File: config.mk
export PLATFORM = sky130hd
export DESIGN_NAME = hangul_syllable_decomposer
export DESIGN_NICKNAME = d
export VERILOG_FILES = /design/src/sv/hsd_pkg.sv /design/src/sv/hsd_split.sv /design/src/sv/hsd_queue.sv /design/src/sv/hsd_emit.sv /design/src/sv/hangul_syllable_decomposer.sv
export SDC_FILE = /design/constraint.sdc
export NUM_CORES = 1
export LEC_CHECK = 0
export ABC_AREA = 1
export BUFFER_PORTS_ARGS = -buffer_cell sky130_fd_sc_hd__buf_2
export CAP_MARGIN = 25
export CORE_UTILIZATION = 60
export CTS_BUF_LIST = sky130_fd_sc_hd__clkbuf_2
export DETAILED_ROUTE_END_ITERATION = 16
export PLACE_DENSITY = 0.77
export SLEW_MARGIN = 15
export SYNTH_ARGS = -nofsm -noshare
export SYNTH_HDL_FRONTEND = slang
export SYNTH_SLANG_ARGS = --single-unit
File: constraint.sdc
create_clock -name clock -period 8.75 [get_ports clock]
set_input_delay 0.875 -clock clock [delete_from_list [all_inputs] [get_ports clock]]
set_output_delay 0.875 -clock clock [all_outputs]
set_load 0.03 [all_outputs]
File: src/sv/hsd_pkg.sv
// Shared types, constants and jamo lookup functions for the Hangul syllable decomposer.
// Used by hsd_split, hsd_queue, hsd_emit and hangul_syllable_decomposer.
package hsd_pkg;

   localparam int CP_W     = 21;  // code point width
   localparam int TDATA_W  = 24;  // code point padded to whole bytes
   localparam int IDX_W    = 14;  // syllable index, 0..11171
   localparam int Q_W      = 9;   // index / 28, 0..398
   localparam int INI_W    = 5;   // initial index, 0..18
   localparam int MED_W    = 5;   // medial index, 0..20
   localparam int FIN_W    = 5;   // final index, 0..27

   localparam logic [CP_W-1:0] SYL_FIRST   = 21'h00AC00;
   localparam logic [CP_W-1:0] SYL_LAST    = 21'h00D7A3;
   localparam logic [CP_W-1:0] MEDIAL_BASE = 21'h00314F;

   // floor(x / 28) = (x * 9363) >> 18 for x below 11172
   localparam logic [IDX_W-1:0] DIV28_MULT  = 14'd9363;
   localparam int               DIV28_SHIFT = 18;
   // floor(x / 21) = (x * 781) >> 14 for x below 399
   localparam logic [9:0]       DIV21_MULT  = 10'd781;
   localparam int               DIV21_SHIFT = 14;

   localparam int QUEUE_DEPTH_DEF = 8;

   typedef struct packed {
      logic [CP_W-1:0]  cp;    // original code point
      logic             syl;   // precomposed syllable
      logic [INI_W-1:0] ini;
      logic [Q_W-1:0]   q28;   // syllable index / 28
      logic [FIN_W-1:0] fin;
   } hsd_rec_type;

   function automatic logic [CP_W-1:0] initial_jamo(input logic [INI_W-1:0] ini);
      logic [CP_W-1:0] jamo;
      case (ini)
         5'd0:    jamo = 21'h3131;
         5'd1:    jamo = 21'h3132;
         5'd2:    jamo = 21'h3134;
         5'd3:    jamo = 21'h3137;
         5'd4:    jamo = 21'h3138;
         5'd5:    jamo = 21'h3139;
         5'd6:    jamo = 21'h3141;
         5'd7:    jamo = 21'h3142;
         5'd8:    jamo = 21'h3143;
         5'd9:    jamo = 21'h3145;
         5'd10:   jamo = 21'h3146;
         5'd11:   jamo = 21'h3147;
         5'd12:   jamo = 21'h3148;
         5'd13:   jamo = 21'h3149;
         5'd14:   jamo = 21'h314A;
         5'd15:   jamo = 21'h314B;
         5'd16:   jamo = 21'h314C;
         5'd17:   jamo = 21'h314D;
         default: jamo = 21'h314E;
      endcase
      return jamo;
   endfunction

   function automatic logic [CP_W-1:0] final_jamo(input logic [FIN_W-1:0] fin);
      logic [CP_W-1:0] jamo;
      case (fin)
         5'd1:    jamo = 21'h3131;
         5'd2:    jamo = 21'h3132;
         5'd3:    jamo = 21'h3133;
         5'd4:    jamo = 21'h3134;
         5'd5:    jamo = 21'h3135;
         5'd6:    jamo = 21'h3136;
         5'd7:    jamo = 21'h3137;
         5'd8:    jamo = 21'h3139;
         5'd9:    jamo = 21'h313A;
         5'd10:   jamo = 21'h313B;
         5'd11:   jamo = 21'h313C;
         5'd12:   jamo = 21'h313D;
         5'd13:   jamo = 21'h313E;
         5'd14:   jamo = 21'h313F;
         5'd15:   jamo = 21'h3140;
         5'd16:   jamo = 21'h3141;
         5'd17:   jamo = 21'h3142;
         5'd18:   jamo = 21'h3144;
         5'd19:   jamo = 21'h3145;
         5'd20:   jamo = 21'h3146;
         5'd21:   jamo = 21'h3147;
         5'd22:   jamo = 21'h3148;
         5'd23:   jamo = 21'h314A;
         5'd24:   jamo = 21'h314B;
         5'd25:   jamo = 21'h314C;
         5'd26:   jamo = 21'h314D;
         5'd27:   jamo = 21'h314E;
         default: jamo = '0;
      endcase
      return jamo;
   endfunction

endpackage

File: src/sv/hsd_split.sv
// Two-stage input pipeline: range test, division by 28 and by 21 through reciprocals.
// Produces one queue record per accepted beat. Depends on hsd_pkg.
module hsd_split import hsd_pkg::*; #(
   parameter int QUEUE_DEPTH = QUEUE_DEPTH_DEF
) (
   input  logic                                 clock,
   input  logic                                 reset,
   input  logic                                 req_tvalid,
   output logic                                 req_tready,
   input  logic [CP_W-1:0]                      req_cp,
   input  logic [$clog2(QUEUE_DEPTH+1)-1:0]     fill,
   output logic                                 wr_en,
   output hsd_rec_type                          wr_rec
);

   localparam int CW = $clog2(QUEUE_DEPTH + 1);

   logic             a_valid_ff, a_valid_in;
   logic [CP_W-1:0]  a_cp_ff;
   logic             a_syl_ff, a_syl_in;
   logic [IDX_W-1:0] a_idx_ff, a_idx_in;

   logic             b_valid_ff;
   logic [CP_W-1:0]  b_cp_ff;
   logic             b_syl_ff;
   logic [IDX_W-1:0] b_idx_ff;
   logic [Q_W-1:0]   b_q_ff, b_q_in;

   logic [CW:0]           inflight;
   logic [CP_W-1:0]       cp_diff;
   logic [2*IDX_W-1:0]    a_prod;
   logic [Q_W+9:0]        ini_prod;
   logic [IDX_W-1:0]      q_x28;
   logic [IDX_W-1:0]      fin_diff;

   // reserve a queue slot for every item still in the pipeline
   assign inflight   = {1'b0, fill} + (CW+1)'(a_valid_ff) + (CW+1)'(b_valid_ff);
   assign req_tready = inflight < (CW+1)'(QUEUE_DEPTH);
   assign a_valid_in = req_tvalid & req_tready;

   assign cp_diff  = req_cp - SYL_FIRST;
   assign a_syl_in = (req_cp >= SYL_FIRST) && (req_cp <= SYL_LAST);
   assign a_idx_in = cp_diff[IDX_W-1:0];

   assign a_prod = (2*IDX_W)'(a_idx_ff) * (2*IDX_W)'(DIV28_MULT);
   assign b_q_in = a_prod[DIV28_SHIFT +: Q_W];

   assign ini_prod = (Q_W+10)'(b_q_ff) * (Q_W+10)'(DIV21_MULT);
   assign q_x28    = (IDX_W'(b_q_ff) << 5) - (IDX_W'(b_q_ff) << 2);
   assign fin_diff = b_idx_ff - q_x28;

   assign wr_en      = b_valid_ff;
   assign wr_rec.cp  = b_cp_ff;
   assign wr_rec.syl = b_syl_ff;
   assign wr_rec.ini = ini_prod[DIV21_SHIFT +: INI_W];
   assign wr_rec.q28 = b_q_ff;
   assign wr_rec.fin = fin_diff[FIN_W-1:0];

   always_ff @(posedge clock) begin
      if (reset) begin
         a_valid_ff <= 1'b0;
         b_valid_ff <= 1'b0;
      end else begin
         a_valid_ff <= a_valid_in;
         b_valid_ff <= a_valid_ff;
      end
   end

   always_ff @(posedge clock) begin
      a_cp_ff  <= req_cp;
      a_syl_ff <= a_syl_in;
      a_idx_ff <= a_idx_in;
      b_cp_ff  <= a_cp_ff;
      b_syl_ff <= a_syl_ff;
      b_idx_ff <= a_idx_ff;
      b_q_ff   <= b_q_in;
   end

endmodule

File: src/sv/hsd_queue.sv
// Record queue: one synchronous memory with a registered read port that acts as the head slot.
// Reads only committed entries, so a write and a read never meet on one entry. Depends on hsd_pkg.
module hsd_queue import hsd_pkg::*; #(
   parameter int QUEUE_DEPTH = QUEUE_DEPTH_DEF
) (
   input  logic                                 clock,
   input  logic                                 reset,
   input  logic                                 wr_en,
   input  hsd_rec_type                          wr_rec,
   input  logic                                 pop,
   output logic [$clog2(QUEUE_DEPTH+1)-1:0]     fill,
   output logic                                 head_valid,
   output hsd_rec_type                          head_rec
);

   localparam int AW = $clog2(QUEUE_DEPTH);
   localparam int CW = $clog2(QUEUE_DEPTH + 1);

   hsd_rec_type     queue_mem_ff [QUEUE_DEPTH];
   hsd_rec_type     rd_data_ff;
   logic [AW-1:0]   wr_ptr_ff, wr_ptr_in;
   logic [AW-1:0]   rd_ptr_ff, rd_ptr_in;
   logic [CW-1:0]   fill_ff, fill_in;
   logic            head_valid_ff, head_valid_in;
   logic            rd_en;

   // refill the head when it is empty, or in the same cycle its last beat is loaded for output
   assign rd_en         = (fill_ff != '0) && (!head_valid_ff || pop);
   assign head_valid_in = rd_en || (head_valid_ff && !pop);
   assign fill_in       = fill_ff + CW'(wr_en) - CW'(rd_en);
   assign wr_ptr_in     = (wr_ptr_ff == AW'(QUEUE_DEPTH - 1)) ? '0 : wr_ptr_ff + 1'b1;
   assign rd_ptr_in     = (rd_ptr_ff == AW'(QUEUE_DEPTH - 1)) ? '0 : rd_ptr_ff + 1'b1;

   always_ff @(posedge clock) begin
      if (reset) begin
         wr_ptr_ff     <= '0;
         rd_ptr_ff     <= '0;
         fill_ff       <= '0;
         head_valid_ff <= 1'b0;
      end else begin
         if (wr_en) begin
            wr_ptr_ff <= wr_ptr_in;
         end
         if (rd_en) begin
            rd_ptr_ff <= rd_ptr_in;
         end
         fill_ff       <= fill_in;
         head_valid_ff <= head_valid_in;
      end
   end

   always_ff @(posedge clock) begin
      if (wr_en) begin
         queue_mem_ff[wr_ptr_ff] <= wr_rec;
      end
      if (rd_en) begin
         rd_data_ff <= queue_mem_ff[rd_ptr_ff];
      end
   end

   assign fill       = fill_ff;
   assign head_valid = head_valid_ff;
   assign head_rec   = rd_data_ff;

endmodule

File: src/sv/hsd_emit.sv
// Beat sequencer: turns the head record into one to three result beats in an output register.
// Depends on hsd_pkg.
module hsd_emit import hsd_pkg::*; (
   input  logic              clock,
   input  logic              reset,
   input  logic              mode,
   input  logic              head_valid,
   input  hsd_rec_type       head_rec,
   output logic              pop,
   output logic              rsp_tvalid,
   input  logic              rsp_tready,
   output logic [CP_W-1:0]   rsp_cp,
   output logic              rsp_tlast
);

   typedef enum logic [1:0] {
      BEAT_INI,
      BEAT_MED,
      BEAT_FIN
   } beat_type;

   beat_type          beat_ff, beat_in;
   logic              rsp_tvalid_ff;
   logic [CP_W-1:0]   rsp_cp_ff, rsp_cp_in;
   logic              rsp_last_ff, rsp_last_in;
   logic              load;
   logic [Q_W-1:0]    ini_x21;
   logic [Q_W-1:0]    med_diff;
   logic [MED_W-1:0]  med;

   assign load = head_valid && (!rsp_tvalid_ff || rsp_tready);
   assign pop  = load && rsp_last_in;

   assign ini_x21  = (Q_W'(head_rec.ini) << 4) + (Q_W'(head_rec.ini) << 2)
                     + Q_W'(head_rec.ini);
   assign med_diff = head_rec.q28 - ini_x21;
   assign med      = med_diff[MED_W-1:0];

   always_comb begin
      case (beat_ff)
         BEAT_INI: begin
            rsp_cp_in   = head_rec.syl ? initial_jamo(head_rec.ini) : head_rec.cp;
            rsp_last_in = !head_rec.syl || mode;
         end
         BEAT_MED: begin
            rsp_cp_in   = MEDIAL_BASE + CP_W'(med);
            rsp_last_in = (head_rec.fin == '0);
         end
         BEAT_FIN: begin
            rsp_cp_in   = final_jamo(head_rec.fin);
            rsp_last_in = 1'b1;
         end
         default: begin
            rsp_cp_in   = head_rec.cp;
            rsp_last_in = 1'b1;
         end
      endcase
   end

   always_comb begin
      beat_in = beat_ff;
      if (pop) begin
         beat_in = BEAT_INI;
      end else if (load) begin
         case (beat_ff)
            BEAT_INI: beat_in = BEAT_MED;
            BEAT_MED: beat_in = BEAT_FIN;
            default:  beat_in = BEAT_INI;
         endcase
      end
   end

   always_ff @(posedge clock) begin
      if (reset) begin
         beat_ff       <= BEAT_INI;
         rsp_tvalid_ff <= 1'b0;
      end else begin
         beat_ff <= beat_in;
         if (load) begin
            rsp_tvalid_ff <= 1'b1;
            rsp_cp_ff     <= rsp_cp_in;
            rsp_last_ff   <= rsp_last_in;
         end else if (rsp_tready) begin
            rsp_tvalid_ff <= 1'b0;
         end
      end
   end

   assign rsp_tvalid = rsp_tvalid_ff;
   assign rsp_cp     = rsp_cp_ff;
   assign rsp_tlast  = rsp_last_ff;

endmodule

File: src/sv/hangul_syllable_decomposer.sv
// Hangul syllable decomposer, top level.
// req_* takes one code point per beat. A precomposed syllable (U+AC00..U+D7A3)
// leaves on rsp_* as its initial, medial and, if present, final compatibility
// jamo; with the mode register set, as its initial alone. Any other code point
// passes through as one beat. rsp_tlast marks the last beat of each input.
// csr_* writes the mode register (bit 0: initial only); write it only while idle.
// Items pass the two split stages, the queue memory, the head slot and the single
// output register, which sets the throughput: one rsp beat per cycle while
// rsp_tready is high, so an item takes one to three beats (three with a final).
// Accepted items wait as records in a QUEUE_DEPTH-entry queue memory; req_tready
// drops once the queue plus the two split stages hold QUEUE_DEPTH items.
// When rsp_tready is low the output beat holds, the queue fills, then req stalls.
// Reset clears the pipeline, the queue pointers and the mode register (full mode).
// No clearing pass is needed: queue entries are read only after being written.
module hangul_syllable_decomposer import hsd_pkg::*; #(
   parameter int QUEUE_DEPTH = QUEUE_DEPTH_DEF
) (
   input  logic                 clock,
   input  logic                 reset,
   input  logic                 req_tvalid,
   output logic                 req_tready,
   input  logic [TDATA_W-1:0]   req_tdata,   // [20:0] code_point_in, [23:21] zero
   output logic                 rsp_tvalid,
   input  logic                 rsp_tready,
   output logic [TDATA_W-1:0]   rsp_tdata,   // [20:0] code_point_out, [23:21] zero
   output logic                 rsp_tlast,   // last_of_run
   input  logic                 csr_valid,
   output logic                 csr_ready,
   input  logic                 csr_data     // initial_only_mode
);

   localparam int CW = $clog2(QUEUE_DEPTH + 1);

   logic            mode_ff;
   logic            wr_en;
   hsd_rec_type     wr_rec;
   logic [CW-1:0]   fill;
   logic            head_valid;
   hsd_rec_type     head_rec;
   logic            pop;
   logic [CP_W-1:0] rsp_cp;

   assign csr_ready = 1'b1;

   always_ff @(posedge clock) begin
      if (reset) begin
         mode_ff <= 1'b0;
      end else if (csr_valid) begin
         mode_ff <= csr_data;
      end
   end

   hsd_split #(.QUEUE_DEPTH(QUEUE_DEPTH)) u_split (
      .clock      (clock),
      .reset      (reset),
      .req_tvalid (req_tvalid),
      .req_tready (req_tready),
      .req_cp     (req_tdata[CP_W-1:0]),
      .fill       (fill),
      .wr_en      (wr_en),
      .wr_rec     (wr_rec)
   );

   hsd_queue #(.QUEUE_DEPTH(QUEUE_DEPTH)) u_queue (
      .clock      (clock),
      .reset      (reset),
      .wr_en      (wr_en),
      .wr_rec     (wr_rec),
      .pop        (pop),
      .fill       (fill),
      .head_valid (head_valid),
      .head_rec   (head_rec)
   );

   hsd_emit u_emit (
      .clock      (clock),
      .reset      (reset),
      .mode       (mode_ff),
      .head_valid (head_valid),
      .head_rec   (head_rec),
      .pop        (pop),
      .rsp_tvalid (rsp_tvalid),
      .rsp_tready (rsp_tready),
      .rsp_cp     (rsp_cp),
      .rsp_tlast  (rsp_tlast)
   );

   assign rsp_tdata = {(TDATA_W - CP_W)'(0), rsp_cp};

   a_fill_bound: assert property (@(posedge clock) disable iff (reset)
      fill <= CW'(QUEUE_DEPTH))
      else $error("queue fill exceeds depth");

   a_ready_room: assert property (@(posedge clock) disable iff (reset)
      req_tready |-> fill < CW'(QUEUE_DEPTH))
      else $error("input taken with a full queue");

   a_head_refill: assert property (@(posedge clock) disable iff (reset)
      (fill != '0 && !head_valid) |=> head_valid)
      else $error("head slot not refilled from a nonempty queue");

   a_pop_only_head: assert property (@(posedge clock) disable iff (reset)
      pop |-> head_valid && (rsp_tready || !rsp_tvalid))
      else $error("record released without its last beat loaded");

endmodule
Yosys cells after proc, flatten, opt, wreduce, memory -nomap -nowiden
Memories as Yosys holds them, arrays and structs flattened. A register that Yosys moved wholly into a read port is not among the register bits.
Index checks and enable logic that the tools add are counted.
- add/sub/neg operators: 13
- multipliers: 2
- magnitude comparators: 3
- equality and inequality tests: 4
- muxes and demuxes: 10
- bitwise operators: 2
- reductions and logical operators: 19
- operator list (kind ; number):
    21-bit case mux with 3 select lines ; 1
    14-bit by 14-bit multiplier with 27-bit output, second input constant ; 1
    21-bit by 16-bit greater-or-equal comparator with 1-bit output, second input constant ; 1
    21-bit by 16-bit <= comparator with 1-bit output, second input constant ; 1
    21-bit 2-to-1 mux ; 1
    9-bit by 10-bit multiplier with 19-bit output, second input constant ; 1
    14-bit by 5-bit adder with 15-bit output, first input constant ; 1
    14-bit subtractor, second input constant ; 1
    5-bit adder ; 2
    5-bit subtractor ; 2
    3-bit by 1-bit adder with 3-bit output, second input constant ; 2
    3-bit equality test, second input constant ; 2
    3-bit 2-to-1 mux ; 2
    4-bit by 1-bit adder with 5-bit output ; 1
    5-bit by 1-bit adder with 5-bit output ; 1
    1-bit logical AND ; 5
    5-bit logical NOT ; 1
    5-bit by 4-bit less-than comparator with 1-bit output, second input constant ; 1
    1-bit by 5-bit subtractor with 5-bit output, first input constant ; 1
    4-bit by 1-bit adder with 4-bit output ; 1
    1-bit logical NOT ; 4
    1-bit logical OR ; 4
    1-bit 2-to-1 mux ; 4
    2-bit case mux with 2 select lines ; 1
    11 further kinds ; 11
- register bits: 111
- RAM bits: 328
- bits in read-only memories: 544
- output and inout port bits: 28
- memories kept: 3
- memories (name ; words ; width ; read ports ; clocked after Yosys merged registers in ; wr ports ; RTL line ; source):
    u_queue.queue_mem_ff ; 8 ; 41 ; 1 ; 1 ; 1 ; hsd_queue.sv:19 ; hsd_rec_type queue_mem_ff [QUEUE_DEPTH];
    (no name shown) ; 32 ; 10 ; 1 ; 0 ; 0 ; hsd_pkg.sv:62 ; case (fin)
    (no name shown) ; 32 ; 7 ; 1 ; 0 ; 0 ; hsd_pkg.sv:36 ; case (ini)

Logic depth before layout (Yosys ltp)
Gate-level depths: netlist of the first run.
- word-level depth: 7
- mapped depth: 20
- depth with buffers taken out: 20

Hierarchy
Synthesis of the first run repeated with hierarchy kept, for this count alone.
- cells, all modules: 2591
- area, all modules: 24170.7 µm²
- by module, submodules not included (module ; times used ; cells an instance ; area each (µm²) ; seq. area each (µm²)):
    hsd_queue ; 1 ; 1551 ; 16101.7 ; 11300.8
    hsd_split ; 1 ; 745 ; 5945.7 ; 1181.1
    hsd_emit ; 1 ; 282 ; 2040.7 ; 720.7
    hangul_syllable_decomposer ; 1 ; 13 ; 82.6 ; 20.0

Worst setup path after synthesis of the first run
Ideal clock, no wire load.
- path kind: input to register
- from: input rsp_tready
- to: register u_queue.fill_ff[2] (netlist: u_queue.fill[2])
- setup time: 0.128 ns
- data arrival time: 3.624 ns
- required time: 8.622 ns
- setup slack: 4.999 ns
- stages: 13
- buffers on the path: 0
- cells stage by stage: inv_1 > nand2_1 > nand2_1 > inv_1 > o211ai_4 > a21oi_2 > ha_1 > inv_1 > ha_1 > inv_1 > fa_1 > xor2_1 > nor2_1
- cells in the longest elaborated chain, start to end: 6
- RTL lines (element ; RTL line ; source):
    from (decl) ; hangul_syllable_decomposer.sv:24 ; input logic rsp_tready,
    1-bit logical OR ; hsd_emit.sv:31 ; assign load = head_valid && (!rsp_tvalid_ff || rsp_tready);
    1-bit logical AND ; hsd_emit.sv:31 ;
    1-bit logical AND ; hsd_emit.sv:32 ; assign pop = load && rsp_last_in;
    1-bit logical OR ; hsd_queue.sv:28 ; assign rd_en = (fill_ff != '0) && (!head_valid_ff || pop);
    1-bit logical AND ; hsd_queue.sv:28 ;
    named net u_queue.rd_en ; hsd_queue.sv:25 ; logic rd_en;
    4-bit by 1-bit subtractor with 4-bit output ; hsd_queue.sv:30 ; assign fill_in = fill_ff + CW'(wr_en) - CW'(rd_en);
    to (signal assigned) ; hsd_queue.sv:47 ; fill_ff <= fill_in;
    to (decl) ; hsd_queue.sv:23 ; logic [CW-1:0] fill_ff, fill_in;
The timed path passes the listed nets, and every way through them passes these cells.
A chain may end at the register's enable or synchronous reset.

Worst setup path after layout of the first run
- from: register u_split.a_idx_ff[12]
- to: register u_split.b_q_ff[2]
- cells in the longest elaborated chain, start to end: 1
- RTL lines (element ; RTL line ; source):
    from (decl) ; hsd_split.sv:21 ; logic [IDX_W-1:0] a_idx_ff, a_idx_in;
    from (signal assigned) ; hsd_split.sv:72 ; a_idx_ff <= a_idx_in;
    14-bit by 14-bit multiplier with 27-bit output ; hsd_split.sv:45 ; assign a_prod = (2*IDX_W)'(a_idx_ff) * (2*IDX_W)'(DIV28_MULT);
    named net u_split.a_prod[20] ; hsd_split.sv:31 ; logic [2*IDX_W-1:0] a_prod;
    to (signal assigned) ; hsd_split.sv:76 ; b_q_ff <= b_q_in;
    to (decl) ; hsd_split.sv:27 ; logic [Q_W-1:0] b_q_ff, b_q_in;
The timed path passes the listed nets, and every way through them passes these cells.

==> impl_results.rst, run 1 <==
.. list-table::
   :header-rows: 1

   * - Metric
     - Value
   * - Top library cells by usage in the layout, fill and taps aside
     - sky130_fd_sc_hd__edfxtp_1 (337), sky130_fd_sc_hd__nor2_1 (331), sky130_fd_sc_hd__inv_1 (221)
   * - Antenna-violating nets left
     - 0
   * - Power density of the placed cells
     - 377 nW/um^2
   * - Vias in the first global route
     - 13,546
   * - Worst Setup SP
     - u_split.a_idx_ff[12]
   * - Post-synth top flop
     - sky130_fd_sc_hd__edfxtp_1
   * - Area of all sequential standard cells
     - 11,600 um^2
   * - Post-placement cell count
     - 2,337
   * - Minimum clock period after layout
     - 4220 ps
   * - Main combinational cell family by area after synthesis
     - adder cells
   * - Post-synthesis simple-gate area fraction
     - 12.6%
   * - Num CTS Buffers
     - 97
   * - Count of unique library cells instantiated by Yosys
     - 47
   * - Weighted congestion at the end of routability-driven global placement
     - 0.910
   * - Cell at the slowest stage of the critical path
     - sky130_fd_sc_hd__fa_1
   * - Number of search-and-repair iterations in the first detailed-routing pass
     - 5
   * - Post-Syn Instances
     - 1,889
   * - Number of warnings issued by yosys
     - 0
   * - Part of the power in combinational logic
     - 50.3%
   * - Flops & latches, synth
     - 411
   * - Slew at the pin closest to its max-slew limit
     - 991 ps
   * - Area of the core region
     - 32,900 um^2
   * - Register share of total power
     - 35.0%
   * - Net count of the finished layout
     - 2,244
   * - Utilization after layout
     - 66.9%
   * - Width of the die
     - 186 um
   * - Number of top-level pins
     - 58
   * - Pin count of the biggest net entering global routing
     - 105
   * - Synth async-reset ratio
     - 0%
   * - Worst voltage drop across the vdd grid
     - 320 uV
   * - Portion of the clock cycle consumed by the worst path in the final layout
     - 48.3%
   * - Overflow left after global routing
     - 0
   * - Routed wire length per instance
     - 16.8 um
   * - Area of the multi-input gates
     - 7610 um^2
   * - Place WS
     - 4610 ps
   * - Max Fclk
     - 237 MHz
   * - Count of non-filler cells in the finished layout
     - 2,523
   * - DRC violations left
     - 0
   * - Sort of element at the start of the critical path
     - flop
   * - Mux contribution to synthesized area
     - 0%
   * - Share of cells above drive strength 1
     - 12.5%
   * - GRT Overall Usage
     - 25.5%
   * - Share of the synthesized area in compound gates (AO/OA/AOI/OAI)
     - 9.18%
   * - Reg-to-reg startpoint
     - u_split.a_idx_ff[12]
   * - Cell internal pwr
     - 0.00462 W
   * - Antenna violations before repair
     - 2
   * - Avg Synthesized Cell Area
     - 10.7 um^2
   * - Layout Area Growth over Synthesis
     - 8.36%
   * - Die height
     - 186 um
   * - Most common cell after layout, fill and taps aside
     - sky130_fd_sc_hd__edfxtp_1
   * - RSZ-0062 raised after global routing
     - no
   * - Std cell rows
     - 66
   * - Post-CTS Setup Repair Bufs
     - 0
   * - Initial DRC count
     - 1,168
   * - Summed area of non-filler cells in the final layout
     - 22,000 um^2
   * - Final clock skew
     - 73.7 ps
   * - CP max stage delay
     - 550 ps
   * - Max-cap check violation count
     - 0
   * - Fill cell instance count of the final layout
     - 2,551
   * - Number of synthesized flops with an enable pin
     - 337
   * - Clock net sink count
     - 411
   * - CTS clock-pin slew for the worst setup and hold paths
     - 110 ps
   * - Count of pins over their slew limit
     - 0
   * - Clock buffer depth
     - 3
   * - Number of failing setup endpoints in the final timing report
     - 0
   * - Worst-case setup margin in the final layout
     - 4530 ps
   * - Critical-path maximum fanout
     - 4
   * - Area share of fa/ha/maj cells after synthesis
     - 14.6%
   * - CTS tree
     - built
   * - Reported net switching power
     - 0.00367 W
   * - Data arrival time of the critical path
     - 5050 ps
   * - Switching Fraction
     - 44.3%
   * - Required time of the worst setup path
     - 9580 ps
   * - Htree depth
     - 3
   * - Initial Utilization
     - 61.7%
   * - Xor/xnor cell area share of the yosys netlist
     - 0.777%
   * - Total via count after detailed routing
     - 13,895
   * - Vias per cell
     - 5.51
   * - Static leakage
     - 9.38 nW
   * - Sort of element at the end of the critical path
     - flop
   * - Full die area
     - 34,600 um^2
   * - Worst slew slack as a fraction of its limit
     - 33.9%
   * - Fraction of post-synthesis cell area in the top cell type by area
     - 49.9%
   * - Cell seen most often among critical-path stages
     - sky130_fd_sc_hd__inv_1
   * - Clock Tree Root
     - sky130_fd_sc_hd__clkbuf_2
   * - Routed wire length
     - 42,500 um
   * - Hold Crit Start
     - req_tdata[15]
   * - Buffers added on ports
     - 50
   * - Top area cells in the synthesized netlist
     - sky130_fd_sc_hd__edfxtp_1 (50%), sky130_fd_sc_hd__ha_1 (10%), sky130_fd_sc_hd__dfxtp_1 (7.3%), sky130_fd_sc_hd__nor2_1 (6.3%), sky130_fd_sc_hd__fa_1 (4.3%)
   * - Post-detailed-placement cell area
     - 21,000 um^2
   * - Later-pin clock latency in the skew report
     - 940 ps
   * - Wire length of the first global-routing pass
     - 67,400 um
   * - Post-Syn Area
     - 20,300 um^2
   * - Placed wire-length estimate
     - 26,900 um
   * - Number of endpoints with negative hold slack in the final report
     - 0
   * - Final-layout setup total negative slack
     - 0 ps
   * - Cells along the critical path
     - ha_1, ha_1, inv_1, fa_1, inv_1, fa_1, inv_1, fa_1, inv_1, ha_1, a21oi_1, nor2_1, nor2_1, nor2_1, nor3_1, nand2_1, nand2_1, nand2_1
   * - Sequential element share of the synthesized area
     - 57.2%
   * - Share of power burned in the clock network
     - 14.7%
   * - Cell type contributing the most total cell area after synthesis
     - sky130_fd_sc_hd__edfxtp_1
   * - Type of the setup path with the least slack
     - reg2reg
   * - Status
     - complete, no violations
   * - Class of the worst hold path
     - in2reg
## registers in the layout, indices dropped and copies added (netlist names), 2 cells and up
| name | count |
|---|---|
| u_split.b_cp_ff | 21 |
| u_queue.rd_ptr_ff | 3 |
| u_queue.head_rec | 35 |
| u_queue.fill | 4 |
| u_split.a_idx_ff | 4 |
| u_split.a_cp_ff | 21 |
| u_split.b_q_ff | 9 |
| u_queue.wr_ptr_ff | 3 |
| u_emit.beat_ff | 2 |
| u_queue.queue_mem_ff | 280 |
| u_emit.rsp_cp | 21 |
## through the flow
stage / hold slack, ps / power [W]
floorplan: 310 / 0.00602
global placement: 312 / 0.00692
detailed placement: 313 / 0.00708
CTS: 4.78 / 0.00832
global route: 1.98 / 0.00906
finish: 106 / 0.00830
## worst max-delay path, delay by kind of cell, from the launching register on
kind,cells,cell delay (ps)
adders and majority gates,6,2470
and+or+nand+nor,7,690
DFF,1,480
AOI/OAI and AO/OA,1,260
buffers and inverters,4,220
## repair_timing
action	in CTS	in global routing
resized for setup	0	0
hold buffers	8	0
endpoints found under the hold margin	8	0
## area by class of cell
cell class              count  area share, %
diodes                      1         0.0114
clock buffers             154           3.50
clock inverters            21          0.569
inverters                 226           3.86
multi-input cells        1192           34.6
flip-flops and latches    411           52.8
well taps                 442           2.51
repair buffers             76           2.13
## cells by family (layout without fill, tap and decap cells)
group	Yosys count	in the layout
simple gates	627	627
flops	411	411
xor+xnor	18	18
fa+ha+maj	210	210
buf+inv	288	477
other cells	2	5
compound gates	333	333
## power by group through the flow
stage	Combinational, W	Clock [W]	Sequential [W]
finish	0.00417	0.00122	0.00291
global route	0.00478	0.00135	0.00294
CTS	0.00416	0.00125	0.00290
detailed placement	0.00413	0	0.00295
global placement	0.00398	0	0.00294
floorplan	0.00310	0	0.00292
## worst paths after layout
check | endpoint | depth (start not counted) | slack [ps]
min | u_split.a_cp_ff[15] | 1 | 110
max reg2reg | u_split.b_q_ff[2] | 18 | 4530
max | u_split.b_q_ff[2] | 18 | 4530
min reg2reg | u_split.b_cp_ff[11] | 0 | 340
## per-layer routing
metal,share of wire (%),wire length (um),track usage (%),up-vias
met5,0,0,0,-
met2,49,20800,43.0,480
met4,2.1,882,9.28,0
met3,6.8,2870,5.03,76
met1,42,18000,32.7,6566
li1,-,-,-,6773
## synth_stat cells (2+ instances only)
cell                        count
sky130_fd_sc_hd__inv_2          3
sky130_fd_sc_hd__xnor2_1        7
sky130_fd_sc_hd__fa_1          44
sky130_fd_sc_hd__nand3_1       46
sky130_fd_sc_hd__nor4_1         7
sky130_fd_sc_hd__buf_4         10
sky130_fd_sc_hd__buf_6          2
sky130_fd_sc_hd__conb_1         2
sky130_fd_sc_hd__buf_2         14
sky130_fd_sc_hd__nand2_2        3
sky130_fd_sc_hd__clkbuf_2       3
sky130_fd_sc_hd__ha_1         166
sky130_fd_sc_hd__nor3_1        13
sky130_fd_sc_hd__edfxtp_1     337
sky130_fd_sc_hd__o21bai_1       3
sky130_fd_sc_hd__inv_1        221
sky130_fd_sc_hd__o211ai_1       7
sky130_fd_sc_hd__clkbuf_1      31
sky130_fd_sc_hd__nand2_1      192
sky130_fd_sc_hd__nand3b_1       4
sky130_fd_sc_hd__a31oi_1       38
sky130_fd_sc_hd__or2_2          4
sky130_fd_sc_hd__a21o_1         7
sky130_fd_sc_hd__xor2_1        11
sky130_fd_sc_hd__dfxtp_1       74
sky130_fd_sc_hd__a211oi_1       3
sky130_fd_sc_hd__o31ai_1        3
sky130_fd_sc_hd__nor2_4         2
sky130_fd_sc_hd__o22ai_1       36
sky130_fd_sc_hd__nand4_1       14
sky130_fd_sc_hd__buf_1          2
sky130_fd_sc_hd__o2111ai_1      2
sky130_fd_sc_hd__a21oi_1       56
sky130_fd_sc_hd__o21ai_0      170
sky130_fd_sc_hd__nor2_1       340
No activity file was read; power rests on OpenSTA's default activity.
==> run 2: changes to the inputs <==
--- a/config.mk
+++ b/config.mk
@@ -5,13 +5,13 @@
 export SDC_FILE = /design/constraint.sdc
 export NUM_CORES = 1
 export LEC_CHECK = 0
-export ABC_AREA = 1
+export ABC_AREA = 0
 export BUFFER_PORTS_ARGS = -buffer_cell sky130_fd_sc_hd__buf_2
 export CAP_MARGIN = 25
-export CORE_UTILIZATION = 60
+export CORE_UTILIZATION = 58
 export CTS_BUF_LIST = sky130_fd_sc_hd__clkbuf_2
 export DETAILED_ROUTE_END_ITERATION = 16
-export PLACE_DENSITY = 0.77
+export PLACE_DENSITY = 0.78
 export SLEW_MARGIN = 15
 export SYNTH_ARGS = -nofsm -noshare
 export SYNTH_HDL_FRONTEND = slang
==> constraint.sdc (replaced) <==
create_clock -name clock -period 3.4 [get_ports clock]
set_input_delay 0.34 -clock clock [delete_from_list [all_inputs] [get_ports clock]]
set_output_delay 0.34 -clock clock [all_outputs]
set_load 0.03 [all_outputs]
==> run 2 against run 1 <==
Against the previous run:
- the run now ends with negative setup slack left
- worst hold slack lost 38 ps
- final cell count fell by 21%
- clock power grew to 2.6 times the previous value
- critical path type unchanged
- largest cell class unchanged
==> impl_results.rst, run 2 <==
.. list-table::
   :header-rows: 1

   * - Metric
     - Value
   * - Clock Tree Root
     - sky130_fd_sc_hd__clkbuf_2 (unchanged)
   * - Top library cells by usage in the layout, fill and taps aside
     - sky130_fd_sc_hd__edfxtp_1 (337), sky130_fd_sc_hd__clkbuf_2 (146), sky130_fd_sc_hd__ha_1 (132) (was sky130_fd_sc_hd__edfxtp_1 (337), sky130_fd_sc_hd__nor2_1 (331), sky130_fd_sc_hd__inv_1 (221))
   * - Static leakage
     - 8.87 nW (was 9.38 nW)
   * - Most common cell after layout, fill and taps aside
     - sky130_fd_sc_hd__edfxtp_1 (unchanged)
   * - Number of search-and-repair iterations in the first detailed-routing pass
     - 5 (unchanged)
   * - Sequential element share of the synthesized area
     - 60.4% (was 57.2%)
   * - Routed wire length
     - 39,300 um (was 42,500 um)
   * - Part of the power in combinational logic
     - 52.0% (was 50.3%)
   * - Total via count after detailed routing
     - 10,983 (was 13,895)
   * - Portion of the clock cycle consumed by the worst path in the final layout
     - 125% (was 48.3%)
   * - Layout Area Growth over Synthesis
     - 18.5% (was 8.36%)
   * - Number of synthesized flops with an enable pin
     - 337 (unchanged)
   * - Mux contribution to synthesized area
     - 11.2% (was 0%)
   * - Num CTS Buffers
     - 96 (was 97)
   * - Hold Crit Start
     - req_tdata[14] (was req_tdata[15])
   * - Fraction of post-synthesis cell area in the top cell type by area
     - 52.7% (was 49.9%)
   * - Later-pin clock latency in the skew report
     - 930 ps (was 940 ps)
   * - Final-layout setup total negative slack
     - -24,340 ps (was 0 ps)
   * - Reported net switching power
     - 0.00822 W (was 0.00367 W)
   * - Number of endpoints with negative hold slack in the final report
     - 0 (unchanged)
   * - Summed area of non-filler cells in the final layout
     - 22,800 um^2 (was 22,000 um^2)
   * - Most frequently used cell type in the post-synthesis netlist
     - sky130_fd_sc_hd__edfxtp_1 (was sky130_fd_sc_hd__nor2_1)
   * - Post-placement cell count
     - 1,765 (was 2,337)
   * - Top area cells in the synthesized netlist
     - sky130_fd_sc_hd__edfxtp_1 (53%), sky130_fd_sc_hd__ha_1 (11%), sky130_fd_sc_hd__mux4_2 (8.6%), sky130_fd_sc_hd__dfxtp_1 (7.7%), sky130_fd_sc_hd__fa_1 (4.6%) (was sky130_fd_sc_hd__edfxtp_1 (50%), sky130_fd_sc_hd__ha_1 (10%), sky130_fd_sc_hd__dfxtp_1 (7.3%), sky130_fd_sc_hd__nor2_1 (6.3%), sky130_fd_sc_hd__fa_1 (4.3%))
   * - Area of the multi-input gates
     - 7640 um^2 (was 7610 um^2)
   * - Slew at the pin closest to its max-slew limit
     - 735 ps (was 991 ps)
   * - Avg Synthesized Cell Area
     - 15.8 um^2 (was 10.7 um^2)
   * - Reg-to-reg startpoint
     - u_split.a_cp_ff[3] (was u_split.a_idx_ff[12])
   * - Routed wire length per instance
     - 19.7 um (was 16.8 um)
   * - Most used routing layer in global routing
     - met2 (unchanged)
   * - RSZ-0062 raised after global routing
     - yes (was no)
   * - Minimum clock period after layout
     - 4240 ps (was 4220 ps)
   * - Antenna-violating nets left
     - 0 (unchanged)
   * - Largest delay share family, worst path
     - adder cells (unchanged)
   * - Cell type contributing the most total cell area after synthesis
     - sky130_fd_sc_hd__edfxtp_1 (unchanged)
   * - Initial DRC count
     - 712 (was 1,168)
   * - Cell at the slowest stage of the critical path
     - sky130_fd_sc_hd__fa_1 (unchanged)
   * - Post-synth top flop
     - sky130_fd_sc_hd__edfxtp_1 (unchanged)
   * - Cell internal pwr
     - 0.0138 W (was 0.00462 W)
   * - Power density of the placed cells
     - 968 nW/um^2 (was 377 nW/um^2)
   * - Width of the die
     - 184 um (was 186 um)
   * - Global-route met3 utilization
     - 4.44% (was 5.03%)
   * - Fill cell instance count of the final layout
     - 2,150 (was 2,551)
   * - Critical-path maximum fanout
     - 4 (unchanged)
   * - Initial Utilization
     - 59.0% (was 61.7%)
   * - Area of the core region
     - 32,500 um^2 (was 32,900 um^2)
   * - Worst slew slack as a fraction of its limit
     - 50.9% (was 33.9%)
   * - Most frequent cells after synthesis
     - sky130_fd_sc_hd__edfxtp_1 (337), sky130_fd_sc_hd__ha_1 (166), sky130_fd_sc_hd__inv_1 (131), sky130_fd_sc_hd__dfxtp_1 (74), sky130_fd_sc_hd__mux4_2 (73) (was sky130_fd_sc_hd__nor2_1 (340), sky130_fd_sc_hd__edfxtp_1 (337), sky130_fd_sc_hd__inv_1 (221), sky130_fd_sc_hd__nand2_1 (192), sky130_fd_sc_hd__o21ai_0 (170))
   * - Clock buffer depth
     - 3 (unchanged)
   * - Max FFs per register
     - 280 (unchanged)
   * - Data arrival time of the critical path
     - 5050 ps (about the same)
   * - Place WS
     - -924 ps (was 4610 ps)
   * - Overflow left after global routing
     - 0 (unchanged)
   * - Std cell rows
     - 66 (unchanged)
   * - Max-cap check violation count
     - 0 (unchanged)
   * - Flops & latches, synth
     - 411 (unchanged)
   * - Switching Fraction
     - 37.3% (was 44.3%)
   * - Vias per cell
     - 5.51 (about the same)
   * - Type of the setup path with the least slack
     - reg2reg (unchanged)
   * - Cells along the critical path
     - ha_4, inv_2, fa_1, inv_2, fa_1, fa_1, ha_4, ha_4, a21o_1, a21o_1, a221oi_2, a311o_1, nand3_2, o41ai_2, xnor2_1 (was ha_1, ha_1, inv_1, fa_1, inv_1, fa_1, inv_1, fa_1, inv_1, ha_1, a21oi_1, nor2_1, nor2_1, nor2_1, nor3_1, nand2_1, nand2_1, nand2_1)
   * - Post-Syn Area
     - 19,200 um^2 (was 20,300 um^2)
   * - Count of pins over their slew limit
     - 0 (unchanged)
   * - Clock net sink count
     - 411 (unchanged)
   * - Critical path buffers and inverters
     - 2 (was 4)
   * - Share of power burned in the clock network
     - 14.5% (was 14.7%)
   * - Area share of fa/ha/maj cells after synthesis
     - 15.4% (was 14.6%)
   * - Placed wire-length estimate
     - 25,000 um (was 26,900 um)
   * - Met1 track utilization from global routing
     - 30.8% (was 32.7%)
   * - Class of the worst hold path
     - in2reg (unchanged)
   * - CP max stage delay
     - 510 ps (was 550 ps)
   * - Post-synthesis simple-gate area fraction
     - 3.99% (was 12.6%)
   * - CTS clock-pin slew for the worst setup and hold paths
     - 110 ps (about the same)
   * - Worst-case setup margin in the final layout
     - -838 ps (was 4530 ps)
   * - Net count of the finished layout
     - 1,711 (was 2,244)
   * - Die height
     - 184 um (was 186 um)
   * - Required time of the worst setup path
     - 4220 ps (was 9580 ps)
   * - Post-Syn Instances
     - 1,215 (was 1,889)
   * - GRT Overall Usage
     - 24.2% (was 25.5%)
   * - Weighted congestion at the end of routability-driven global placement
     - 0.902 (was 0.910)
   * - Synth async-reset ratio
     - 0% (unchanged)
   * - Sort of element at the start of the critical path
     - flop (unchanged)
   * - Share of the synthesized area in compound gates (AO/OA/AOI/OAI)
     - 4.05% (was 9.18%)
   * - Worst Setup SP
     - u_split.a_cp_ff[3] (was u_split.a_idx_ff[12])
   * - Htree depth
     - 3 (unchanged)
   * - Buffers added on ports
     - 50 (unchanged)
   * - CTS tree
     - built (unchanged)
   * - Routing usage on met2
     - 41.6% (was 43.0%)
   * - Max Fclk
     - 236 MHz (was 237 MHz)
   * - Xor/xnor cell area share of the yosys netlist
     - 1.46% (was 0.777%)
   * - Post-detailed-placement cell area
     - 21,100 um^2 (was 21,000 um^2)
   * - Number of warnings issued by yosys
     - 0 (unchanged)
   * - Wire length of the first global-routing pass
     - 61,500 um (was 67,400 um)
   * - Vias in the first global route
     - 11,613 (was 13,546)
   * - Utilization after layout
     - 70.0% (was 66.9%)
   * - Main combinational cell family by area after synthesis
     - adder cells (unchanged)
   * - Number of failing setup endpoints in the final timing report
     - 49 (was 0)
   * - Sort of element at the end of the critical path
     - flop (unchanged)
   * - Violated checks
     - negative setup slack
   * - Register share of total power
     - 33.6% (was 35.0%)
   * - Status
     - finished, violations left (was complete, no violations)
   * - Worst voltage drop across the vdd grid
     - 865 uV (was 320 uV)
   * - Number of top-level pins
     - 58 (unchanged)
   * - Count of non-filler cells in the finished layout
     - 1,994 (was 2,523)
   * - Antenna violations before repair
     - 2 (unchanged)
   * - Area of all sequential standard cells
     - 11,700 um^2 (was 11,600 um^2)
   * - Pin count of the biggest net entering global routing
     - 73 (was 105)
   * - Count of unique library cells instantiated by Yosys
     - 62 (was 47)
   * - Share of cells above drive strength 1
     - 35.2% (was 12.5%)
   * - DRC violations left
     - 0 (unchanged)
   * - Full die area
     - 33,800 um^2 (was 34,600 um^2)
   * - Register name with the most flops
     - u_queue.queue_mem_ff (unchanged)
   * - Final clock skew
     - 109 ps (was 73.7 ps)
## run 2: cell types whose count changed after synthesis, moves of 9 or more
cell / delta
sky130_fd_sc_hd__nor2_1: -280
sky130_fd_sc_hd__nand2_1: -173
sky130_fd_sc_hd__o21ai_0: -150
sky130_fd_sc_hd__inv_1: -90
sky130_fd_sc_hd__mux4_2: +73
sky130_fd_sc_hd__mux2_2: +36
sky130_fd_sc_hd__nand3_1: -36
sky130_fd_sc_hd__o22ai_1: -36
sky130_fd_sc_hd__a31oi_1: -31
sky130_fd_sc_hd__xnor2_1: +19
sky130_fd_sc_hd__a21oi_1: -17
sky130_fd_sc_hd__nor2b_1: +14
sky130_fd_sc_hd__nand2b_1: +12
sky130_fd_sc_hd__nand4_1: -9
## run 2: final timing paths
check / end / slack (ps) / depth (start not counted)
setup / recovery: u_split.b_q_ff[8] / -840 / 15
hold / removal: u_split.a_cp_ff[14] / 70 / 2
setup reg to reg: u_split.b_q_ff[8] / -840 / 15
hold reg to reg: u_split.b_cp_ff[11] / 340 / 0
## run 2: power by group through the flow
stage	Clock, W	Combinational, W	Sequential (W)
after detailed placement	0	0.0100	0.00751
after CTS	0.00324	0.0108	0.00740
after global routing	0.00353	0.0127	0.00748
after global placement	0	0.00960	0.00748
after floorplan	0	0.00734	0.00736
final	0.00318	0.0115	0.00739
## run 2: metal layers
layer / wire length (um) / vias to the layer above / share of wire (%)
met5: 0 / - / 0
met4: 865 / 0 / 2.2
met3: 2010 / 69 / 5.1
met2: 20200 / 334 / 51
met1: 16200 / 5483 / 41
li1: - / 5097 / -
## run 2: through the flow
| stage | total power [W] | hold WS (ps) |
|---|---|---|
| floorplan | 0.0147 | 310 |
| global placement | 0.0171 | 310 |
| detailed placement | 0.0175 | 312 |
| CTS | 0.0214 | 5.98 |
| global route | 0.0237 | -3.22 |
| finish | 0.0220 | 68.2 |
## run 2: area by class of cell
cell class | instances | share of cell area, %
diodes | 2 | 0.0220
clock buffers | 146 | 3.21
clock inverters | 31 | 0.824
inverters | 131 | 2.16
multi-input cells | 635 | 33.5
flip-flops and latches | 411 | 51.2
well taps | 442 | 2.43
repair buffers | 196 | 6.63
## run 2: logic make-up after synthesis
family,Yosys count
flops,411
mux,118
simple gates,154
xor+xnor,32
fa+ha+maj,210
buf+inv,171
other cells,2
compound gates,117
## run 2: what timing repair did
action / in CTS / in global routing
hold endpoints to repair: 43 / 1
buffers inserted: 11 / 2
gates resized for setup: 32 / 26
endpoints found under the setup margin: 49 / 49
pin swaps: 22 / 24
hold buffers: 37 / 1
==> run 3: changes to the inputs <==
--- a/config.mk
+++ b/config.mk
@@ -8,10 +8,12 @@
 export ABC_AREA = 0
 export BUFFER_PORTS_ARGS = -buffer_cell sky130_fd_sc_hd__buf_2
 export CAP_MARGIN = 25
-export CORE_UTILIZATION = 58
+export CELL_PAD_IN_SITES_DETAIL_PLACEMENT = 1
+export CELL_PAD_IN_SITES_GLOBAL_PLACEMENT = 2
+export CORE_UTILIZATION = 40
 export CTS_BUF_LIST = sky130_fd_sc_hd__clkbuf_2
 export DETAILED_ROUTE_END_ITERATION = 16
-export PLACE_DENSITY = 0.78
+export PLACE_DENSITY_LB_ADDON = 0.1
 export SLEW_MARGIN = 15
 export SYNTH_ARGS = -nofsm -noshare
 export SYNTH_HDL_FRONTEND = slang
==> run 3 against run 2 <==
Against the previous run:
- clock-buffer cell count is 15 higher
- the run still ends with negative setup slack left
- worst setup slack lost 64 ps
- largest cell class unchanged
- power grew 2.1%
- final area grew 2.9%
- clock power increased by 5%
- highest routed layer unchanged
- sequential power is 1% lower
==> impl_results.rst, run 3 (synthesized netlist as in run 2, its figures left out) <==
.. list-table::
   :header-rows: 1

   * - Metric
     - Value
   * - Status
     - finished, violations left (unchanged)
   * - Violated checks
     - negative setup slack (unchanged)
   * - Full die area
     - 48,900 um^2 (was 33,800 um^2)
   * - Layout Area Growth over Synthesis
     - 21.9% (was 18.5%)
   * - Endpoint of the worst register-to-register path
     - u_split.b_q_ff[7] (was u_split.b_q_ff[8])
   * - Data arrival time of the critical path
     - 5200 ps (was 5050 ps)
   * - CTS clock-pin slew for the worst setup and hold paths
     - 110 ps (about the same)
   * - Max Fclk
     - 232 MHz (was 236 MHz)
   * - Slew at the pin closest to its max-slew limit
     - 677 ps (was 735 ps)
   * - Pin count of the biggest net entering global routing
     - 59 (was 73)
   * - Max FFs per register
     - 280 (unchanged)
   * - Number of failing setup endpoints in the final timing report
     - 49 (unchanged)
   * - Critical-path maximum fanout
     - 4 (unchanged)
   * - Met1 track utilization from global routing
     - 22.1% (was 30.8%)
   * - Weighted congestion at the end of routability-driven global placement
     - 0.772 (was 0.902)
   * - Max-cap check violation count
     - 0 (unchanged)
   * - Width of the die
     - 221 um (was 184 um)
   * - Flop-to-flop setup slack
     - -900 ps (was -840 ps)
   * - RSZ-0062 raised after global routing
     - yes (unchanged)
   * - Hold Crit Start
     - req_tdata[18] (was req_tdata[14])
   * - Reg-to-reg startpoint
     - u_split.a_cp_ff[5] (was u_split.a_cp_ff[3])
   * - Wire length of the first global-routing pass
     - 67,100 um (was 61,500 um)
   * - Worst slack on hold paths
     - 153 ps (was 68.2 ps)
   * - Vias per cell
     - 4.95 (was 5.51)
   * - Net count of the finished layout
     - 1,761 (was 1,711)
   * - Type of the setup path with the least slack
     - reg2reg (unchanged)
   * - Antenna-violating nets left
     - 0 (unchanged)
   * - Initial DRC count
     - 453 (was 712)
   * - Post-detailed-placement cell area
     - 21,400 um^2 (was 21,100 um^2)
   * - Portion of the clock cycle consumed by the worst path in the final layout
     - 127% (was 125%)
   * - DRC violations left
     - 0 (unchanged)
   * - Global-route met3 utilization
     - 3.12% (was 4.44%)
   * - Required time of the worst setup path
     - 4300 ps (was 4220 ps)
   * - Count of pins over their slew limit
     - 0 (unchanged)
   * - Routed wire length per instance
     - 19.1 um (was 19.7 um)
   * - Number of search-and-repair iterations in the first detailed-routing pass
     - 4 (was 5)
   * - Register name with the most flops
     - u_queue.queue_mem_ff (unchanged)
   * - Worst slew slack as a fraction of its limit
     - 54.7% (was 50.9%)
   * - Total via count after detailed routing
     - 10,953 (was 10,983)
   * - Clock net sink count
     - 411 (unchanged)
   * - Antenna violations before repair
     - 1 (was 2)
   * - Htree depth
     - 3 (unchanged)
   * - Area of the core region
     - 47,000 um^2 (was 32,500 um^2)
   * - Worst-case setup margin in the final layout
     - -902 ps (was -838 ps)
   * - Number of cells traversed by the worst register-to-register path
     - 16 (was 15)
   * - Minimum clock period after layout
     - 4300 ps (was 4240 ps)
   * - CTS tree
     - built (unchanged)
   * - Routing usage on met2
     - 31.6% (was 41.6%)
   * - Sort of element at the end of the critical path
     - flop (unchanged)
   * - Routed wire length
     - 42,200 um (was 39,300 um)
   * - Capture endpoint of the worst hold path
     - u_split.a_syl_ff (was u_split.a_cp_ff[14])
   * - Number of endpoints with negative hold slack in the final report
     - 0 (unchanged)
   * - Buffers added on ports
     - 50 (unchanged)
   * - Sort of element at the start of the critical path
     - flop (unchanged)
   * - Power density of the placed cells
     - 961 nW/um^2 (was 968 nW/um^2)
   * - Most used routing layer in global routing
     - met2 (unchanged)
   * - Summed area of non-filler cells in the final layout
     - 23,400 um^2 (was 22,800 um^2)
   * - Most common cell after layout, fill and taps aside
     - sky130_fd_sc_hd__edfxtp_1 (unchanged)
   * - Worst voltage drop across the vdd grid
     - 746 uV (was 865 uV)
   * - Final clock skew
     - 100 ps (was 109 ps)
   * - Clock Tree Root
     - sky130_fd_sc_hd__clkbuf_2 (unchanged)
   * - Number of top-level pins
     - 58 (unchanged)
   * - Static leakage
     - 9.13 nW (was 8.87 nW)
   * - Class of the worst hold path
     - in2reg (unchanged)
   * - Clock buffer depth
     - 3 (unchanged)
   * - Place WS
     - -1020 ps (was -924 ps)
   * - Num CTS Buffers
     - 104 (was 96)
   * - Worst Hold Depth
     - 4 (was 2)
   * - Die height
     - 221 um (was 184 um)
   * - GRT Overall Usage
     - 17.9% (was 24.2%)
   * - Top library cells by usage in the layout, fill and taps aside
     - sky130_fd_sc_hd__edfxtp_1 (337), sky130_fd_sc_hd__clkbuf_2 (161), sky130_fd_sc_hd__ha_1 (131) (was sky130_fd_sc_hd__edfxtp_1 (337), sky130_fd_sc_hd__clkbuf_2 (146), sky130_fd_sc_hd__ha_1 (132))
   * - Std cell rows
     - 79 (was 66)
   * - Initial Utilization
     - 40.9% (was 59.0%)
   * - Final-layout setup total negative slack
     - -23,020 ps (was -24,340 ps)
   * - Later-pin clock latency in the skew report
     - 1060 ps (was 930 ps)
   * - Vias in the first global route
     - 12,281 (was 11,613)
   * - Placed wire-length estimate
     - 28,400 um (was 25,000 um)
   * - Utilization after layout
     - 49.9% (was 70.0%)
   * - Share of cells above drive strength 1
     - 36.7% (was 35.2%)
   * - Overflow left after global routing
     - 0 (unchanged)
run 3: cell types whose count changed in the layout (fill, tap and decap cells not counted), sizes merged:
cell and change:
clkinv -4, bufinv -1, buf +27, dlygate4sd3 +15, clkbuf +15, inv +2
run 3: worst max path at each step:
stage | slack, ps | end | startpoint | depth (start not counted)
after floorplan | -650 | u_split.b_q_ff[7] | u_split.a_cp_ff[3] | 16
after global placement | -950 | u_split.b_q_ff[8] | u_split.a_cp_ff[4] | 15
after detailed placement | -1020 | u_split.b_q_ff[8] | u_split.a_cp_ff[4] | 15
after CTS | -930 | u_split.b_q_ff[7] | u_split.a_cp_ff[3] | 16
after global routing | -1090 | u_split.b_q_ff[8] | u_split.a_cp_ff[5] | 15
final | -900 | u_split.b_q_ff[7] | u_split.a_cp_ff[5] | 16
run 3: area by class of cell:
type / count / area [um^2]
Fill cell: 4634 / 23500
Sequential cell: 411 / 11700
Multi-Input combinational cell: 635 / 7670
Timing Repair Buffer: 238 / 1870
Clock buffer: 161 / 806
Tap cell: 607 / 759
Inverter: 131 / 492
Clock inverter: 28 / 166
Antenna cell: 2 / 5.00
run 3: routing by layer:
metal | up-vias | wire, um
met1 | 5536 | 18400
met2 | 174 | 21900
met4 | 0 | 737
li1 | 5193 | -
met3 | 50 | 1250
met5 | - | 0
run 3: power breakdown:
| group | internal [W] | switching (W) |
|---|---|---|
| clock | 0.00136 | 0.00197 |
| sequential | 0.00685 | 0.000462 |
| combinational | 0.00591 | 0.00595 |
| total | 0.0141 | 0.00838 |
run 3: metrics by stage:
stage | instances | power [W]
finish | 2213 | 0.0225
floorplan | 1217 | 0.0147
detailed placement | 1955 | 0.0182
global placement | 1955 | 0.0180
global route | 2212 | 0.0246
CTS | 2207 | 0.0227
run 3: what timing repair did:
action / 4_1_cts / 5_1_grt
hold buffers: 53 / 0
gates resized for setup: 52 / 13
endpoints found under the hold margin: 52 / 0
pin swaps: 33 / 26
setup endpoints to repair: 49 / 49
cloned: 0 / 0
setup buffers: 13 / 5
run 3: worst max-delay path: stages (launching register included):
cell and delay (ps):
sky130_fd_sc_hd__dfxtp_2 420, sky130_fd_sc_hd__ha_4 160, sky130_fd_sc_hd__inv_1 70, sky130_fd_sc_hd__fa_1 570, sky130_fd_sc_hd__inv_1 60, sky130_fd_sc_hd__fa_1 460, sky130_fd_sc_hd__fa_1 510, sky130_fd_sc_hd__ha_4 300
sky130_fd_sc_hd__ha_4 210, sky130_fd_sc_hd__a21o_1 180, sky130_fd_sc_hd__a21o_1 160, sky130_fd_sc_hd__a221oi_2 330, sky130_fd_sc_hd__a311o_1 250, sky130_fd_sc_hd__nand3_2 110, sky130_fd_sc_hd__o21a_1 210, sky130_fd_sc_hd__nor2_2 90
sky130_fd_sc_hd__xnor2_1 110
